[src/rtl/core/jsce_pkg.sv]
// shared types, command codes and helper functions for the jtag shift command engine
// no dependencies
package jsce_pkg;

  // host command codes
  localparam logic [7:0] CMD_SET_LOW      = 8'h80;
  localparam logic [7:0] CMD_GET_LOW      = 8'h81;
  localparam logic [7:0] CMD_SET_HIGH     = 8'h82;
  localparam logic [7:0] CMD_GET_HIGH     = 8'h83;
  localparam logic [7:0] CMD_LOOP_ON      = 8'h84;
  localparam logic [7:0] CMD_LOOP_OFF     = 8'h85;
  localparam logic [7:0] CMD_SET_DIVISOR  = 8'h86;
  localparam logic [7:0] CMD_FLUSH        = 8'h87;
  localparam logic [7:0] CMD_BYTE_LSB_A   = 8'h19;
  localparam logic [7:0] CMD_BYTE_LSB_B   = 8'h1d;
  localparam logic [7:0] CMD_BYTE_LSB_RA  = 8'h39;
  localparam logic [7:0] CMD_BYTE_LSB_RB  = 8'h3d;
  localparam logic [7:0] CMD_BYTE_MSB_A   = 8'h11;
  localparam logic [7:0] CMD_BYTE_MSB_B   = 8'h15;
  localparam logic [7:0] CMD_BYTE_MSB_RA  = 8'h31;
  localparam logic [7:0] CMD_BYTE_MSB_RB  = 8'h35;
  localparam logic [7:0] CMD_BIT_LSB_A    = 8'h1b;
  localparam logic [7:0] CMD_BIT_LSB_B    = 8'h1f;
  localparam logic [7:0] CMD_BIT_LSB_RA   = 8'h3b;
  localparam logic [7:0] CMD_BIT_LSB_RB   = 8'h3f;
  localparam logic [7:0] CMD_BIT_MSB_A    = 8'h13;
  localparam logic [7:0] CMD_BIT_MSB_B    = 8'h17;
  localparam logic [7:0] CMD_TMS_A        = 8'h4b;
  localparam logic [7:0] CMD_TMS_B        = 8'h4f;
  localparam logic [7:0] CMD_TMS_RA       = 8'h6b;
  localparam logic [7:0] CMD_TMS_RB       = 8'h6f;

  localparam logic [7:0] ERR_MARK     = 8'hFA;
  localparam logic [7:0] REPLY_OFFSET = 8'h80;

  typedef enum logic [2:0] {
    OP_REPLY    = 3'd0,
    OP_ERROR    = 3'd1,
    OP_BYTE_LSB = 3'd2,
    OP_BYTE_MSB = 3'd3,
    OP_BIT_LSB  = 3'd4,
    OP_BIT_MSB  = 3'd5,
    OP_TMS      = 3'd6
  } op_kind_e;

  // one classified operation handed from front to back
  typedef struct packed {
    op_kind_e    kind;
    logic [7:0]  data;
    logic [7:0]  tdo;
    logic [3:0]  nclk;
    logic        rd;
    logic        hold;
  } op_t;

  localparam int unsigned OpW = $bits(op_t);

  typedef struct packed {
    logic [3:0] clock_count;
    logic [7:0] tdi_levels;
    logic [7:0] tms_levels;
    logic       reply_valid;
    logic [7:0] reply_byte;
    logic       last;
  } result_t;

  function automatic logic [7:0] rev8(input logic [7:0] v);
    logic [7:0] r;
    for (int i = 0; i < 8; i++) begin
      r[i] = v[7-i];
    end
    return r;
  endfunction

  function automatic logic [7:0] low_mask(input logic [3:0] n);
    logic [8:0] m;
    m = (9'd1 << n) - 9'd1;
    return m[7:0];
  endfunction

endpackage

[src/rtl/core/jsce_fifo.sv]
// small register queue between the command front and the shift back
// no dependencies
module jsce_fifo #(
  parameter int unsigned Width = 8,
  parameter int unsigned Depth = 4
) (
  input  logic             clk_i,
  input  logic             rst_ni,
  input  logic             push_i,
  input  logic [Width-1:0] wdata_i,
  output logic             full_o,
  input  logic             pop_i,
  output logic [Width-1:0] rdata_o,
  output logic             valid_o
);

  localparam int unsigned PtrW = (Depth > 1) ? $clog2(Depth) : 1;
  localparam int unsigned CntW = $clog2(Depth + 1);
  localparam logic [PtrW-1:0] LastPtr = PtrW'(Depth - 1);
  localparam logic [CntW-1:0] FullCnt = CntW'(Depth);

  logic [Width-1:0] mem_q [Depth];
  logic [PtrW-1:0]  wptr_q, wptr_d, rptr_q, rptr_d;
  logic [CntW-1:0]  cnt_q, cnt_d;
  logic             do_push, do_pop;

  assign full_o  = (cnt_q == FullCnt);
  assign valid_o = (cnt_q != '0);
  assign rdata_o = mem_q[rptr_q];
  assign do_push = push_i && !full_o;
  assign do_pop  = pop_i && valid_o;

  always_comb begin
    wptr_d = wptr_q;
    rptr_d = rptr_q;
    cnt_d  = cnt_q;
    if (do_push) begin
      wptr_d = (wptr_q == LastPtr) ? '0 : wptr_q + 1'b1;
    end
    if (do_pop) begin
      rptr_d = (rptr_q == LastPtr) ? '0 : rptr_q + 1'b1;
    end
    if (do_push && !do_pop) begin
      cnt_d = cnt_q + 1'b1;
    end else if (do_pop && !do_push) begin
      cnt_d = cnt_q - 1'b1;
    end
  end

  always_ff @(posedge clk_i or negedge rst_ni) begin
    if (!rst_ni) begin
      wptr_q <= '0;
      rptr_q <= '0;
      cnt_q  <= '0;
    end else begin
      wptr_q <= wptr_d;
      rptr_q <= rptr_d;
      cnt_q  <= cnt_d;
    end
  end

  always_ff @(posedge clk_i) begin
    if (do_push) begin
      mem_q[wptr_q] <= wdata_i;
    end
  end

endmodule

[src/rtl/core/jsce_front.sv]
// command front: parses the host byte stream and classifies bytes into operations
// depends on jsce_pkg
module jsce_front (
  input  logic            clk_i,
  input  logic            rst_ni,
  input  logic            accept_i,
  input  logic [7:0]      stream_byte_i,
  input  logic [7:0]      tdo_samples_i,
  output logic            push_o,
  output jsce_pkg::op_t   op_o
);

  typedef enum logic [10:0] {
    M_IDLE     = 11'b000_0000_0001,
    M_LEN_LO   = 11'b000_0000_0010,
    M_LEN_HI   = 11'b000_0000_0100,
    M_BYTE_LSB = 11'b000_0000_1000,
    M_BYTE_MSB = 11'b000_0001_0000,
    M_BIT_LEN  = 11'b000_0010_0000,
    M_BIT_LSB  = 11'b000_0100_0000,
    M_BIT_MSB  = 11'b000_1000_0000,
    M_TMS      = 11'b001_0000_0000,
    M_SKIP_1   = 11'b010_0000_0000,
    M_SKIP_2   = 11'b100_0000_0000
  } mode_e;

  mode_e       mode_q, mode_d;
  logic [7:0]  cmd_q, cmd_d;
  logic [15:0] left_q, left_d;
  logic [7:0]  bits_q, bits_d;
  logic        hold_q, hold_d;
  logic [2:0]  nm1;
  logic [3:0]  nclk;
  logic [7:0]  b;

  assign b    = stream_byte_i;
  assign nm1  = (bits_q > 8'd7) ? 3'd7 : bits_q[2:0];
  assign nclk = {1'b0, nm1} + 4'd1;

  always_comb begin
    mode_d       = mode_q;
    cmd_d        = cmd_q;
    left_d       = left_q;
    bits_d       = bits_q;
    hold_d       = hold_q;
    push_o       = 1'b0;
    op_o.kind    = jsce_pkg::OP_REPLY;
    op_o.data    = b;
    op_o.tdo     = tdo_samples_i;
    op_o.nclk    = nclk;
    op_o.rd      = 1'b0;
    op_o.hold    = hold_q;
    if (accept_i) begin
      unique case (mode_q)
        M_IDLE: begin
          cmd_d = b;
          unique case (b)
            jsce_pkg::CMD_SET_LOW, jsce_pkg::CMD_SET_HIGH, jsce_pkg::CMD_SET_DIVISOR: begin
              mode_d = M_SKIP_1;
            end
            jsce_pkg::CMD_GET_LOW, jsce_pkg::CMD_GET_HIGH: begin
              push_o    = 1'b1;
              op_o.kind = jsce_pkg::OP_REPLY;
              op_o.data = b - jsce_pkg::REPLY_OFFSET;
            end
            jsce_pkg::CMD_LOOP_ON, jsce_pkg::CMD_LOOP_OFF, jsce_pkg::CMD_FLUSH: begin
              mode_d = M_IDLE;
            end
            jsce_pkg::CMD_BYTE_LSB_A, jsce_pkg::CMD_BYTE_LSB_B,
            jsce_pkg::CMD_BYTE_LSB_RA, jsce_pkg::CMD_BYTE_LSB_RB,
            jsce_pkg::CMD_BYTE_MSB_A, jsce_pkg::CMD_BYTE_MSB_B,
            jsce_pkg::CMD_BYTE_MSB_RA, jsce_pkg::CMD_BYTE_MSB_RB: begin
              mode_d = M_LEN_LO;
            end
            jsce_pkg::CMD_TMS_A, jsce_pkg::CMD_TMS_B,
            jsce_pkg::CMD_TMS_RA, jsce_pkg::CMD_TMS_RB,
            jsce_pkg::CMD_BIT_LSB_A, jsce_pkg::CMD_BIT_LSB_B,
            jsce_pkg::CMD_BIT_LSB_RA, jsce_pkg::CMD_BIT_LSB_RB,
            jsce_pkg::CMD_BIT_MSB_A, jsce_pkg::CMD_BIT_MSB_B: begin
              mode_d = M_BIT_LEN;
            end
            default: begin
              push_o    = 1'b1;
              op_o.kind = jsce_pkg::OP_ERROR;
            end
          endcase
        end
        M_LEN_LO: begin
          left_d = {8'd0, b};
          mode_d = M_LEN_HI;
        end
        M_LEN_HI: begin
          left_d = {b, left_q[7:0]};
          if (cmd_q == jsce_pkg::CMD_BYTE_MSB_A || cmd_q == jsce_pkg::CMD_BYTE_MSB_B ||
              cmd_q == jsce_pkg::CMD_BYTE_MSB_RA || cmd_q == jsce_pkg::CMD_BYTE_MSB_RB) begin
            mode_d = M_BYTE_MSB;
          end else begin
            mode_d = M_BYTE_LSB;
          end
        end
        M_BYTE_LSB: begin
          push_o    = 1'b1;
          op_o.kind = jsce_pkg::OP_BYTE_LSB;
          op_o.rd   = (cmd_q == jsce_pkg::CMD_BYTE_LSB_RA || cmd_q == jsce_pkg::CMD_BYTE_LSB_RB);
          if (left_q == '0) begin
            mode_d = M_IDLE;
          end
          left_d = left_q - 16'd1;
        end
        M_BYTE_MSB: begin
          push_o    = 1'b1;
          op_o.kind = jsce_pkg::OP_BYTE_MSB;
          op_o.rd   = (cmd_q == jsce_pkg::CMD_BYTE_MSB_RA || cmd_q == jsce_pkg::CMD_BYTE_MSB_RB);
          if (left_q == '0) begin
            mode_d = M_IDLE;
          end
          left_d = left_q - 16'd1;
        end
        M_BIT_LEN: begin
          bits_d = b;
          if (cmd_q == jsce_pkg::CMD_TMS_A || cmd_q == jsce_pkg::CMD_TMS_B ||
              cmd_q == jsce_pkg::CMD_TMS_RA || cmd_q == jsce_pkg::CMD_TMS_RB) begin
            mode_d = M_TMS;
          end else if (cmd_q == jsce_pkg::CMD_BIT_MSB_A || cmd_q == jsce_pkg::CMD_BIT_MSB_B) begin
            mode_d = M_BIT_MSB;
          end else begin
            mode_d = M_BIT_LSB;
          end
        end
        M_BIT_LSB: begin
          push_o    = 1'b1;
          op_o.kind = jsce_pkg::OP_BIT_LSB;
          op_o.rd   = (cmd_q == jsce_pkg::CMD_BIT_LSB_RA || cmd_q == jsce_pkg::CMD_BIT_LSB_RB);
          mode_d    = M_IDLE;
        end
        M_BIT_MSB: begin
          push_o    = 1'b1;
          op_o.kind = jsce_pkg::OP_BIT_MSB;
          mode_d    = M_IDLE;
        end
        M_TMS: begin
          push_o    = 1'b1;
          op_o.kind = jsce_pkg::OP_TMS;
          op_o.rd   = (cmd_q == jsce_pkg::CMD_TMS_RA || cmd_q == jsce_pkg::CMD_TMS_RB);
          hold_d    = b[nm1];
          mode_d    = M_IDLE;
        end
        M_SKIP_1: begin
          mode_d = M_SKIP_2;
        end
        M_SKIP_2: begin
          mode_d = M_IDLE;
        end
        default: begin
          mode_d = M_IDLE;
        end
      endcase
    end
  end

  always_ff @(posedge clk_i or negedge rst_ni) begin
    if (!rst_ni) begin
      mode_q <= M_IDLE;
      cmd_q  <= '0;
      left_q <= '0;
      bits_q <= '0;
      hold_q <= 1'b0;
    end else begin
      mode_q <= mode_d;
      cmd_q  <= cmd_d;
      left_q <= left_d;
      bits_q <= bits_d;
      hold_q <= hold_d;
    end
  end

endmodule

[src/rtl/core/jsce_back.sv]
// shift back end: turns queued operations into tck, tdi, tms and reply results
// depends on jsce_pkg
module jsce_back (
  input  logic               clk_i,
  input  logic               rst_ni,
  input  logic               op_valid_i,
  input  jsce_pkg::op_t      op_i,
  output logic               op_pop_o,
  output logic               res_valid_o,
  input  logic               res_ready_i,
  output jsce_pkg::result_t  res_o
);

  jsce_pkg::result_t res_q, res_d, calc;
  logic              valid_q, valid_d;
  logic              echo_q, echo_d;
  logic [7:0]        echo_byte_q, echo_byte_d;
  logic              load;
  logic [7:0]        mask, hold8, low_reply;

  assign mask      = jsce_pkg::low_mask(op_i.nclk);
  assign hold8     = op_i.hold ? 8'hFF : 8'h00;
  assign low_reply = 8'((op_i.tdo & mask) << (4'd8 - op_i.nclk));
  assign load      = !valid_q || res_ready_i;
  assign op_pop_o  = load && !echo_q && op_valid_i;

  always_comb begin
    calc             = '0;
    calc.last        = 1'b1;
    calc.reply_valid = op_i.rd;
    unique case (op_i.kind)
      jsce_pkg::OP_REPLY: begin
        calc.reply_valid = 1'b1;
        calc.reply_byte  = op_i.data;
      end
      jsce_pkg::OP_ERROR: begin
        calc.reply_valid = 1'b1;
        calc.reply_byte  = jsce_pkg::ERR_MARK;
        calc.last        = 1'b0;
      end
      jsce_pkg::OP_BYTE_LSB: begin
        calc.clock_count = 4'd8;
        calc.tdi_levels  = op_i.data;
        calc.tms_levels  = hold8;
        calc.reply_byte  = op_i.rd ? op_i.tdo : 8'd0;
      end
      jsce_pkg::OP_BYTE_MSB: begin
        calc.clock_count = 4'd8;
        calc.tdi_levels  = jsce_pkg::rev8(op_i.data);
        calc.tms_levels  = hold8;
        calc.reply_byte  = op_i.rd ? jsce_pkg::rev8(op_i.tdo) : 8'd0;
      end
      jsce_pkg::OP_BIT_LSB: begin
        calc.clock_count = op_i.nclk;
        calc.tdi_levels  = op_i.data & mask;
        calc.tms_levels  = hold8 & mask;
        calc.reply_byte  = op_i.rd ? low_reply : 8'd0;
      end
      jsce_pkg::OP_BIT_MSB: begin
        calc.clock_count = op_i.nclk;
        calc.tdi_levels  = jsce_pkg::rev8(op_i.data) & mask;
        calc.tms_levels  = hold8 & mask;
        calc.reply_valid = 1'b0;
      end
      jsce_pkg::OP_TMS: begin
        calc.clock_count = op_i.nclk;
        calc.tdi_levels  = op_i.data[7] ? mask : 8'd0;
        calc.tms_levels  = op_i.data & mask;
        calc.reply_byte  = op_i.rd ? low_reply : 8'd0;
      end
      default: begin
        calc.reply_valid = 1'b0;
      end
    endcase
  end

  always_comb begin
    res_d       = res_q;
    valid_d     = valid_q;
    echo_d      = echo_q;
    echo_byte_d = echo_byte_q;
    if (load) begin
      if (echo_q) begin
        res_d             = '0;
        res_d.reply_valid = 1'b1;
        res_d.reply_byte  = echo_byte_q;
        res_d.last        = 1'b1;
        valid_d           = 1'b1;
        echo_d            = 1'b0;
      end else if (op_valid_i) begin
        res_d   = calc;
        valid_d = 1'b1;
        if (op_i.kind == jsce_pkg::OP_ERROR) begin
          echo_d      = 1'b1;
          echo_byte_d = op_i.data;
        end
      end else begin
        valid_d = 1'b0;
      end
    end
  end

  always_ff @(posedge clk_i or negedge rst_ni) begin
    if (!rst_ni) begin
      valid_q <= 1'b0;
      echo_q  <= 1'b0;
    end else begin
      valid_q <= valid_d;
      echo_q  <= echo_d;
    end
  end

  always_ff @(posedge clk_i) begin
    res_q       <= res_d;
    echo_byte_q <= echo_byte_d;
  end

  assign res_valid_o = valid_q;
  assign res_o       = res_q;

endmodule

[src/rtl/core/jtag_shift_command_engine.sv]
// top level of the jtag shift command engine: front parser, op queue and shift back end
// depends on jsce_pkg, jsce_front, jsce_fifo and jsce_back
//
// One host byte enters per cycle while s_axis_tready_o is high, together with the TDO
// samples of its clocks. Argument, length and no-op bytes give no result; shift and reply
// bytes give one result, and an unknown command gives two (0xFA, then the echoed byte).
// Each result is registered first in the op queue and then in the output register.
// The engine sustains one byte per cycle while the output side keeps taking results,
// except that the back end takes no new op from the queue while the echoed byte of an
// unknown command is pending; s_axis_tready_o drops only while the
// FifoDepth-entry op queue is full.
module jtag_shift_command_engine #(
  parameter int unsigned FifoDepth = 4
) (
  input  logic        clk_i,
  input  logic        rst_ni,
  input  logic        s_axis_tvalid_i,
  output logic        s_axis_tready_o,
  input  logic [15:0] s_axis_tdata_i,  // [7:0] stream_byte, [15:8] tdo_samples
  output logic        m_axis_tvalid_o,
  input  logic        m_axis_tready_i,
  output logic [31:0] m_axis_tdata_o,  // [3:0] clock_count, [11:4] tdi_levels,
                                       // [19:12] tms_levels, [27:20] reply_byte, rest zero
  output logic        m_axis_tuser_o,  // reply_valid
  output logic        m_axis_tlast_o
);

  logic              accept, push, full, op_valid, pop;
  jsce_pkg::op_t     op_in, op_out;
  jsce_pkg::result_t res;

  assign s_axis_tready_o = !full;
  assign accept          = s_axis_tvalid_i && s_axis_tready_o;

  jsce_front u_front (
    .clk_i         (clk_i),
    .rst_ni        (rst_ni),
    .accept_i      (accept),
    .stream_byte_i (s_axis_tdata_i[7:0]),
    .tdo_samples_i (s_axis_tdata_i[15:8]),
    .push_o        (push),
    .op_o          (op_in)
  );

  jsce_fifo #(
    .Width (jsce_pkg::OpW),
    .Depth (FifoDepth)
  ) u_fifo (
    .clk_i   (clk_i),
    .rst_ni  (rst_ni),
    .push_i  (push),
    .wdata_i (op_in),
    .full_o  (full),
    .pop_i   (pop),
    .rdata_o (op_out),
    .valid_o (op_valid)
  );

  jsce_back u_back (
    .clk_i       (clk_i),
    .rst_ni      (rst_ni),
    .op_valid_i  (op_valid),
    .op_i        (op_out),
    .op_pop_o    (pop),
    .res_valid_o (m_axis_tvalid_o),
    .res_ready_i (m_axis_tready_i),
    .res_o       (res)
  );

  assign m_axis_tdata_o = {4'd0, res.reply_byte, res.tms_levels, res.tdi_levels,
                           res.clock_count};
  assign m_axis_tuser_o = res.reply_valid;
  assign m_axis_tlast_o = res.last;

endmodule
[config.mk]
export PLATFORM = sky130hd
export DESIGN_NAME = jtag_shift_command_engine
export DESIGN_NICKNAME = d
export VERILOG_FILES = /design/src/rtl/core/jsce_pkg.sv /design/src/rtl/core/jsce_fifo.sv /design/src/rtl/core/jsce_front.sv /design/src/rtl/core/jsce_back.sv /design/src/rtl/core/jtag_shift_command_engine.sv
export SDC_FILE = /design/constraint.sdc
export NUM_CORES = 1
export LEC_CHECK = 0
export ABC_AREA = 1
export BUFFER_PORTS_ARGS = -buffer_cell sky130_fd_sc_hd__buf_2
export CAP_MARGIN = 20
export CORE_MARGIN = 1
export CORE_UTILIZATION = 40
export DETAILED_ROUTE_END_ITERATION = 8
export GPL_TIMING_DRIVEN = 1
export PLACE_DENSITY = 0.57
export SLEW_MARGIN = 20
export SYNTH_ARGS = -nofsm -noshare
export SYNTH_HDL_FRONTEND = slang
export SYNTH_SLANG_ARGS = --single-unit
[constraint.sdc]
create_clock -name clk_i -period 5.19 [get_ports clk_i]
set_input_delay 1.038 -clock clk_i [delete_from_list [all_inputs] [get_ports clk_i]]
set_output_delay 1.038 -clock clk_i [all_outputs]
set_load 0.05 [all_outputs]
# After elaboration in Yosys (flattened, before gate mapping)
# Memories as Yosys holds them, arrays and structs flattened.
# Index checks and enable logic that the tools add are counted.
# Widths: inputs -> output; s select.
[op_classes]
n_lt_le_gt_ge = 2
n_reduce_logical = 51
n_addsub = 9
shift = 2
muxes = 42
n_eq_ne = 61
n_bitwise = 6
[ops]
columns = ["cell", "n"]
rows = [
  ["$pmux 20 s5", 1],
  ["$eq 8x5->1 const B", 12],
  ["$eq 8x6->1 const B", 12],
  ["$pmux 11 s6", 1],
  ["$eq 8x7->1 const B", 8],
  ["$eq 8x8->1 const B", 8],
  ["$mux 8", 8],
  ["$pmux 16 s3", 1],
  ["$pmux 11 s4", 1],
  ["$pmux 8 s5", 1],
  ["$mux 11", 3],
  ["$and 8x8->8", 4],
  ["$mux 30", 1],
  ["$reduce_or 26->1", 1],
  ["$reduce_or 24->1", 1],
  ["$pmux 3 s6", 1],
  ["$logic_not 16->1", 1],
  ["$sub 16x1->16 const B", 1],
  ["$mux 1", 13],
  ["$eq 3x3->1 const B", 4],
  ["$logic_or 1x1->1", 12],
  ["$eq 11x1->1 const B", 1],
  ["$eq 11x10->1 const B", 1],
  ["$eq 11x2->1 const B", 1],
  ["45 further kinds", 75],
]
[totals]
in_bits = 20
elab_cells = 192
reg_bits = 91
mem_bits_rw = 100
memories = 1
output_inout_bits = 36
[mem_list]
columns = ["name", "depth", "word_bits", "rd", "rd_clocked_by_memory_dff", "write_ports", "line", "rtl"]
rows = [
  ["u_fifo.mem_q", 4, 25, 1, 0, 1, "jsce_fifo.sv:22", "logic [Width-1:0] mem_q [Depth];"],
]

# Longest topological paths before layout
# Gate-level depths: netlist of the first run.
[depth]
word_depth = 10
depth_mapped = 26
mapped_depth_nobuf = 23

# Cells and area by module
# A second synthesis of the first run with hierarchy kept.
[hier_totals]
cells_unflattened = 1205
hier_area_um2 = 10472.5
[modules_own_cells]
columns = ["mod", "n_inst", "cells_per_inst", "area_each_um2", "seq_area_each_um2"]
rows = [
  ["jsce_fifo", 1, 351, 4419.2, 3178.0],
  ["jsce_front", 1, 485, 3209.3, 1077.3],
  ["jsce_back", 1, 361, 2796.4, 1191.1],
  ["jtag_shift_command_engine", 1, 8, 47.5, 0.0],
]

# Worst setup path after synthesis of the first run
# No wires, ideal clock.
[synth_timing]
path_kind = "input to register"
start = "input port s_axis_tdata_i[7]"
end = "memory u_fifo.mem_q[0][0] (netlist bit) (enable)"
stages = 12
n_path_buf = 0
setup_time_ps = 407
slack_ps = 1549
t_arrival_ps = 3234
required_time_ps = 4783
cell_sequence = "inv_1 -> nand3_1 -> inv_1 -> a31oi_1 -> o21ai_0 -> nor2_1 -> nand4_1 -> nor2_1 -> inv_2 -> a21oi_4 -> inv_1 -> nor2_1"
[synth_via]
elab_chain_cells = 8
word_cells_on_any_way = 31
classes_between = "24 x eq/ne; 5 x mux; 2 x reduce/logical"
[synth_lines]
columns = ["element", "line", "rtl"]
rows = [
  ["start, declared", "jtag_shift_command_engine.sv:19", "input logic [15:0] s_axis_tdata_i,"],
  ["$eq 8x8->1, or another cell as far along", "jsce_front.sv:57", "unique case (b)"],
  ["$reduce_or 24->1 (no line) *", "n/a", ""],
  ["$mux 1 *", "jsce_front.sv:57", ""],
  ["$pmux 1 s2 *", "jsce_front.sv:54", "unique case (mode_q)"],
  ["$mux 1 *", "jsce_front.sv:53", "if (accept_i) begin"],
  ["$logic_and 1x1->1 *", "jsce_fifo.sv:30", "assign do_push = push_i && !full_o;"],
  ["named net u_fifo.do_push", "jsce_fifo.sv:25", "logic do_push, do_pop;"],
  ["$mux 1 *", "jsce_fifo.sv:63", "if (do_push) begin"],
  ["$mux 1 (implied by the code) *", "jsce_fifo.sv:64", "mem_q[wptr_q] <= wdata_i;"],
  ["end, declared", "jsce_fifo.sv:22", ""],
]
# Mark *: on every way through the listed nets, which the timed path passes. The rest lies on a longest branch.

# Worst setup path after layout of the first run
[layout_timing]
start = "register u_fifo.rptr_q[0]"
end = "register u_back.res_q (netlist bit u_back.res_o[6]) (data pin)"
[layout_via]
elab_chain_cells = 9
word_cells_on_any_way = 19
classes_between = "2 x add/sub; 5 x eq/ne; 2 x shift; 6 x mux; 1 x bitwise; 2 x reduce/logical; 1 x memory"
[layout_lines]
columns = ["element", "line", "rtl"]
rows = [
  ["start, declared", "jsce_fifo.sv:23", "logic [PtrW-1:0] wptr_q, wptr_d, rptr_q, rptr_d;"],
  ["start signal, assigned", "jsce_fifo.sv:57", "rptr_q <= rptr_d;"],
  ["$mem_v2 4x25 *", "n/a", ""],
  ["$shl 1x4->8", "jsce_pkg.sv:77", "m = (9'd1 << n) - 9'd1;"],
  ["$sub 8x1->8", "jsce_pkg.sv:77", ""],
  ["$and 8x8->8", "jsce_back.sv:23", "assign low_reply = 8'((op_i.tdo & mask) << (4'd8 - op_i.nclk));"],
  ["$shl 8x4->8", "jsce_back.sv:23", ""],
  ["$mux 8", "jsce_back.sv:57, jsce_back.sv:69", ""],
  ["$pmux 8 s5 *", "jsce_back.sv:31", "unique case (op_i.kind)"],
  ["$mux 30 *", "jsce_back.sv:90", "end else if (op_valid_i) begin"],
  ["$mux 9 *", "jsce_back.sv:83", "if (echo_q) begin"],
  ["end signal, assigned", "jsce_back.sv:114", "res_q <= res_d;"],
  ["end, declared", "jsce_back.sv:14", "jsce_pkg::result_t res_q, res_d, calc;"],
]
# Every way passes the cells marked *; elsewhere a longest branch is shown, timed or not. The select of a mux whose other input is x is not followed.
# A chain may end at the register's enable or synchronous reset.

==> results_dict.tcl, run 1 <==
set metrics [dict create \
    num_vias 7452 \
    cts.sink_count 190 \
    n_antenna_cell 0 \
    worst-setup-path-type "flop to flop" \
    slew_headroom_pct 36.5 \
    critPathMaxFanout 33 \
    crit_path_start_kind "flop" \
    synth_area_leaders "edfxtp_1 42%, dfrtp_1 13%, nand2_1 9.7%" \
    postCtsResizedCells 0 \
    power.internal_mw 3.89 \
    final_number_of_max_transition_violations 0 \
    drt_first_iter_violations 460 \
    clk_path_buf_depth 2 \
    clock_skew_ns 0.0192 \
    die_ht_um 159 \
    synth_most_common_cell "nand2_1" \
    reg2reg_capture_point "u_back.res_o[6]" \
    comb_power_share_pct 51.2 \
    power.net_switching_mw 3.68 \
    synth_top_area_cell "edfxtp_1" \
    unrepaired_setup_endpoints_after_global_routing "false" \
    tightestPinTransition_ns 0.948 \
    grt_start_max_net_pins 53 \
    report.power.total_mw 7.57 \
    drt-vias-per-instance 5.19 \
    top_cells_by_count_synth "255 x nand2_1, 138 x edfxtp_1, 105 x inv_1" \
    netSwitchingFraction_pct 48.7 \
    final_nets 1134 \
    port_buf_inserts 51 \
    power.share.clock_pct 17.7 \
    antenna_found_initial 0 \
    crit_required_ns 5.51 \
    drc 0 \
    regToRegSetupSlack_ns 1.23 \
    core_footprint_mm2 0.0242 \
    drt_first_pass_iters 5 \
    preCtsSetupSlack_ns 1.28 \
    final_instance_count_without_filler_cells 1436 \
    fp-row-count 57 \
    finalSetupViolations 0 \
    timing.final.hold_violations 0 \
    syn-instance-count 1052 \
    final_core_util_pct 45.2 \
    postLayoutCellArea_mm2 0.0110 \
    cts-buffers-inserted 17 \
    netlist_area_mm2 0.00986 \
    worst_setup_hold_path_clk_slew_ns 0.08 \
    power.share.sequential_pct 31.1 \
    worstHoldPathType "flop to flop" \
    ff_to_ff_start "u_fifo.rptr_q[0]" \
    whs_endpoint "u_front.bits_q[6]" \
    htreeDepth 4 \
    yosysWarnings 0 \
    cts.hold.buffers_added 0 \
    clk_latency_ns 0.45 \
    syn-mean-instance-area_um2 9.37 \
    die_area_mm2 0.0253 \
    start_util_pct 40.7 \
    synth_async_reset_ratio_pct 27.4 \
    count_of_unique_library_cells_instantiated_by_yosys 61 \
    number_of_synthesized_flops_with_an_enable_pin 138 \
    grt-ovfl-total 0 \
    finalWorstPathRequiredPeriod_ns 3.96 \
    postLayoutSetupSlackWorst_ns 1.23 \
    power_density_mw_per_mm2 691 \
    worst_setup_path_end_kind "flop" \
    place_hpwl_mm 17.5 \
    place_inst 1404 \
    run_status "finished clean" \
    min-delay-start "u_front.bits_q[6]" \
    cts_tree "built" \
    finalWeightedCongestion 0.882 \
    grt_pass1_vias 7377 \
    worst_r2r_path_depth 17 \
    number_of_top_level_design_ports 56 \
    clock_tree.root_cell "clkbuf_16" \
    synthDominantCellAreaShare_pct 42.0 \
    max_clock_freq_ghz 0.252 \
    post_cts_setup_buffer_count 0 \
    final.setup.tns_ns 0 \
    synth-main-ff-cell "edfxtp_1" \
    worst_ir_drop_vdd_mv 0.289 \
    wirelength_mm 24.7 \
    overall_track_demand_over_capacity_in_global_routing_pct 20.2 \
    area.growth.synth_to_final_pct 11.1 \
    leakage_nw 4.60 \
    post_drt_wl_per_cell_um 17.2 \
    max_cap_viol_count 0 \
    filler_cell_count 2379 \
    ys_seq_elements 190 \
    holdWs_ns 0.493 \
    die-width_um 159 \
    post_detailed_placement_cell_area_mm2 0.0103 \
    grt_first_pass_wirelength_mm 39.4 \
    synth_seq_area_share_pct 55.2 \
    fraction_of_layout_cells_with_a_size_suffix_above_1_pct 13.6 \
    number_of_stages_on_the_worst_hold_path 2 \
    min_period_over_period_pct 76.4 \
    ant_nets 0 \
    worstPathArrival_ns 4.28 \
]
-- layout make-up --
type                            instances  area, um^2  area share [%]
Inverter                              119         454            4.15
Clock buffer                           17         425            3.88
Timing Repair Buffer                   59         315            2.88
Clock inverter                         15         204            1.86
Multi-Input combinational cell        712        3700            33.8
Sequential cell                       190        5450            49.7
Tap cell                              324         405            3.70
-- worst max-delay path: stages, from the launching register on --
cell and delay (ns):
dfrtp_2 0.81, buf_4 0.37, nand2_1 0.07, nand3_1 0.10, nand2_2 0.17, inv_1 0.33
ha_1 0.28, inv_1 0.06, nor2_1 0.17, nand2_1 0.08, ha_1 0.40, o31ai_1 0.39
nand2_1 0.14, o21ai_0 0.19, nand2_1 0.08, nand2_1 0.06, nand2_1 0.05, nand2_1 0.08
-- cells by family after synthesis --
| kind of cell | count (synthesis) | synth area share [%] |
|---|---|---|
| buffers and inverters | 153 | 7.42 |
| multiplexers | 1 | 0.114 |
| other | 1 | 0.0380 |
| AND/OR/NAND/NOR | 482 | 21.4 |
| adder cells (fa/ha/maj) | 15 | 1.98 |
| flip-flops | 190 | 55.2 |
| XOR/XNOR | 18 | 1.79 |
| AO/OA/AOI/OAI | 192 | 12.0 |
-- worst max-delay path by stage --
stage,startpoint,end,slack [ns],cells past startpoint
finish,u_fifo.rptr_q[0],u_back.res_o[6],1.23,17
global route,u_fifo.rptr_q[0],u_back.res_o[8],0.81,22
CTS,u_fifo.rptr_q[0],u_back.res_o[5],1.27,20
detailed placement,u_fifo.rptr_q[0],u_back.res_o[5],1.28,19
global placement,u_fifo.rptr_q[0],u_back.res_o[8],1.32,22
floorplan,s_axis_tdata_i[7],u_fifo.mem_q[0][0],1.55,12
-- state kept, by name, summed over array words and instances (netlist names) --
| signal | flops |
|---|---|
| u_back.echo_byte_q | 8 |
| u_back.echo_q | 1 |
| u_back.res_o | 30 |
| u_back.res_valid_o | 1 |
| u_fifo.cnt_q | 3 |
| u_fifo.mem_q | 100 |
| u_fifo.rptr_q | 2 |
| u_fifo.wptr_q | 2 |
| u_front.bits_q | 8 |
| u_front.cmd_q | 7 |
| u_front.hold_q | 1 |
| u_front.left_q | 16 |
| u_front.mode_q | 11 |
-- cell usage in the layout, fill, tap and decap left out, drive strengths merged, types with 13 or more instances in the layout --
master and instances:
dfrtp 51, o22ai 18, nand2 266, nor3 13
edfxtp 138, nand3 79, a21oi 42, nor2 105
ha 14, clkbuf 17, o21ai 83, inv 124
buf 59
-- power by group through the flow --
stage,Clock [mW],Combinational (mW),Sequential [mW]
after floorplan,0,2.61,2.74
after global placement,0,3.87,2.39
after detailed placement,0,3.86,2.39
after CTS,1.37,3.87,2.36
after global routing,1.42,4.28,2.40
final,1.34,3.87,2.36
-- per-layer routing --
metal	vias to the layer above	track usage (%)	wire, um
met4	0	8.78	746
met5	-	0	0
met3	50	4.09	1260
met1	3497	24.8	10600
met2	221	34.5	12100
li1	3684	-	-
Note: power is estimated with default switching activity, not from simulation.
==> run 2, diff against run 1 <==
clock period = 4 ns   (was 5.19 ns; I/O delays follow)
==> results_dict.tcl, run 2 (synthesis results as in run 1) <==
set metrics [dict create \
    run_status "finished clean" \
    finalWorstPathRequiredPeriod_ns 3.36 \
    place_inst 1410 \
    slew_headroom_pct 48.6 \
    top_register "u_fifo.mem_q" \
    max_clock_freq_ghz 0.297 \
    postLayoutSetupSlackWorst_ns 0.636 \
    power_density_mw_per_mm2 901 \
    drt-vias-per-instance 5.27 \
    power.share.clock_pct 18.1 \
    critical-path-slowest-cell "dfrtp_2" \
    die_area_mm2 0.0253 \
    final.setup.tns_ns 0 \
    worstHoldPathType "primary input to asynchronous set/reset pin" \
    worst-setup-path-type "flop to flop" \
    power.internal_mw 5.15 \
    cts-buffers-inserted 17 \
    start_util_pct 40.7 \
    overall_track_demand_over_capacity_in_global_routing_pct 19.9 \
    htreeDepth 4 \
    power.net_switching_mw 4.79 \
    preCtsSetupSlack_ns 0.570 \
    comb_power_share_pct 51.3 \
    leakage_nw 4.64 \
    cts.hold.buffers_added 0 \
    critPathMaxFanout 29 \
    cts_tree "built" \
    number_of_top_level_design_ports 56 \
    layout_common_cells "255 x nand2_1, 138 x edfxtp_1, 104 x inv_1, 93 x nor2_1, 74 x o21ai_0" \
    grt-ovfl-total 0 \
    most_common_cell_type_on_the_critical_path "nand2_1" \
    min_period_over_period_pct 84.1 \
    fp-row-count 57 \
    die_ht_um 159 \
    crit_required_ns 4.20 \
    timing.critical_path.slowest_cell_delay_ns 0.74 \
    antenna_found_initial 0 \
    final_instance_count_without_filler_cells 1442 \
    die-width_um 159 \
    clk_latency_ns 0.45 \
    unrepaired_setup_endpoints_after_global_routing "false" \
    netSwitchingFraction_pct 48.2 \
    crit_path_start_kind "flop" \
    timing.critical_path.max_delay_family "simple AND/OR/NAND/NOR gates" \
    worst_setup_hold_path_clk_slew_ns 0.09 \
    tightestPinTransition_ns 0.770 \
    clock_skew_ns 0.0145 \
    power.share.sequential_pct 30.6 \
    area.growth.synth_to_final_pct 11.9 \
    cts.sink_count 190 \
    drt_first_iter_violations 542 \
    largest_register_ffs 100 \
    clk_path_buf_depth 2 \
    worstPathArrival_ns 3.56 \
    holdWs_ns 0.341 \
    finalWeightedCongestion 0.927 \
    port_buf_inserts 51 \
    worst_setup_path_end_kind "flop" \
    num_vias 7604 \
    critical_path_depth 23 \
    grt_start_max_net_pins 43 \
    wirelength_mm 24.4 \
    drc 0 \
    cp_buf_inv_count 4 \
    place_hpwl_mm 17.4 \
    worst_ir_drop_vdd_mv 0.388 \
    final_number_of_max_transition_violations 0 \
    finalSetupViolations 0 \
    n_antenna_cell 0 \
    ant_nets 0 \
    fraction_of_layout_cells_with_a_size_suffix_above_1_pct 14.0 \
    core_footprint_mm2 0.0242 \
    clock_tree.root_cell "clkbuf_16" \
    final_nets 1140 \
    post_drt_wl_per_cell_um 16.9 \
    grt_pass1_vias 7335 \
    max_cap_viol_count 0 \
    worst_r2r_path_depth 23 \
    critical_path.cell_chain "inv_8, nand2_1, nand3_1, nand2_2, inv_1, ha_1, inv_1, nor2_1, nand2_1, ha_1, nand2_1, nor2_2, nand2_1, nand2_1, inv_2, nand3_1, nand3_1, nand2_1, nand2_1, nand2_1, nand2_1, nand2_1, nand2_1" \
    grt_first_pass_wirelength_mm 39.0 \
    postCtsResizedCells 0 \
    filler_cell_count 2348 \
    timing.final.hold_violations 0 \
    post_cts_setup_buffer_count 0 \
    drt_first_pass_iters 5 \
    commonest_non_fill_non_tap_cell_in_the_layout "nand2_1" \
]
==> run 2: changes by cell type in the layout (fill, tap and decap cells not counted) <==
| cell | change |
|---|---|
| buf_2 | -1 |
| bufinv_16 | +1 |
| clkinv_8 | -4 |
| inv_6 | -2 |
| inv_8 | +3 |
| buf_12 | +2 |
| inv_12 | +1 |
| clkinvlp_4 | +1 |
| buf_4 | +5 |
==> run 2: metrics by stage <==
stage | power, mW | utilization [%] | area, um^2
2_1_floorplan | 6.94 | - | 9870
3_5_place_dp | 8.15 | 42.9 | 10400
5_1_grt | 10.6 | 45.5 | 11000
6_report | 9.94 | 45.5 | 11000
3_3_place_gp | 8.16 | 42.9 | 10400
4_1_cts | 9.97 | 45.5 | 11000
==> run 2: power groups by stage <==
stage	logic (mW)	clock network [mW]	registers, mW
after floorplan	3.38	0	3.56
after global placement	5.08	0	3.08
after detailed placement	5.07	0	3.09
after CTS	5.09	1.83	3.05
after global routing	5.65	1.90	3.09
final	5.10	1.80	3.04
==> run 2: path summary, 6_finish.rpt <==
kind | end | startpoint | slack (ns)
setup / recovery | u_back.res_o[7] | u_fifo.rptr_q[0] | 0.64
hold / removal | u_front.left_q[12] | rst_ni | 0.34
setup reg to reg | u_back.res_o[7] | u_fifo.rptr_q[0] | 0.64
hold reg to reg | u_back.res_valid_o | u_back.echo_q | 0.49
max in group asynchronous | u_front.cmd_q[1] | rst_ni | 3.06
min in group clk_i | u_back.res_valid_o | u_back.echo_q | 0.49
==> run 2: cell type report <==
| cell class | instances | area (um^2) | share of cell area, % |
|---|---|---|---|
| sequential | 190 | 5450 | 49.4 |
| multi-input combinational | 712 | 3700 | 33.6 |
| inverter | 119 | 454 | 4.12 |
| clock buffer | 17 | 425 | 3.86 |
| tap | 324 | 405 | 3.67 |
| timing repair buffer | 65 | 388 | 3.52 |
| clock inverter | 15 | 209 | 1.89 |
==> run 2: routing by layer <==
layer  vias up  track usage (%)  part of all wire (%)
met5         -                0                     0
met4         0             6.51                   1.9
met3        36             3.62                   4.1
met2       195             33.4                    49
met1      3655             26.0                    45
li1       3718                -                     -
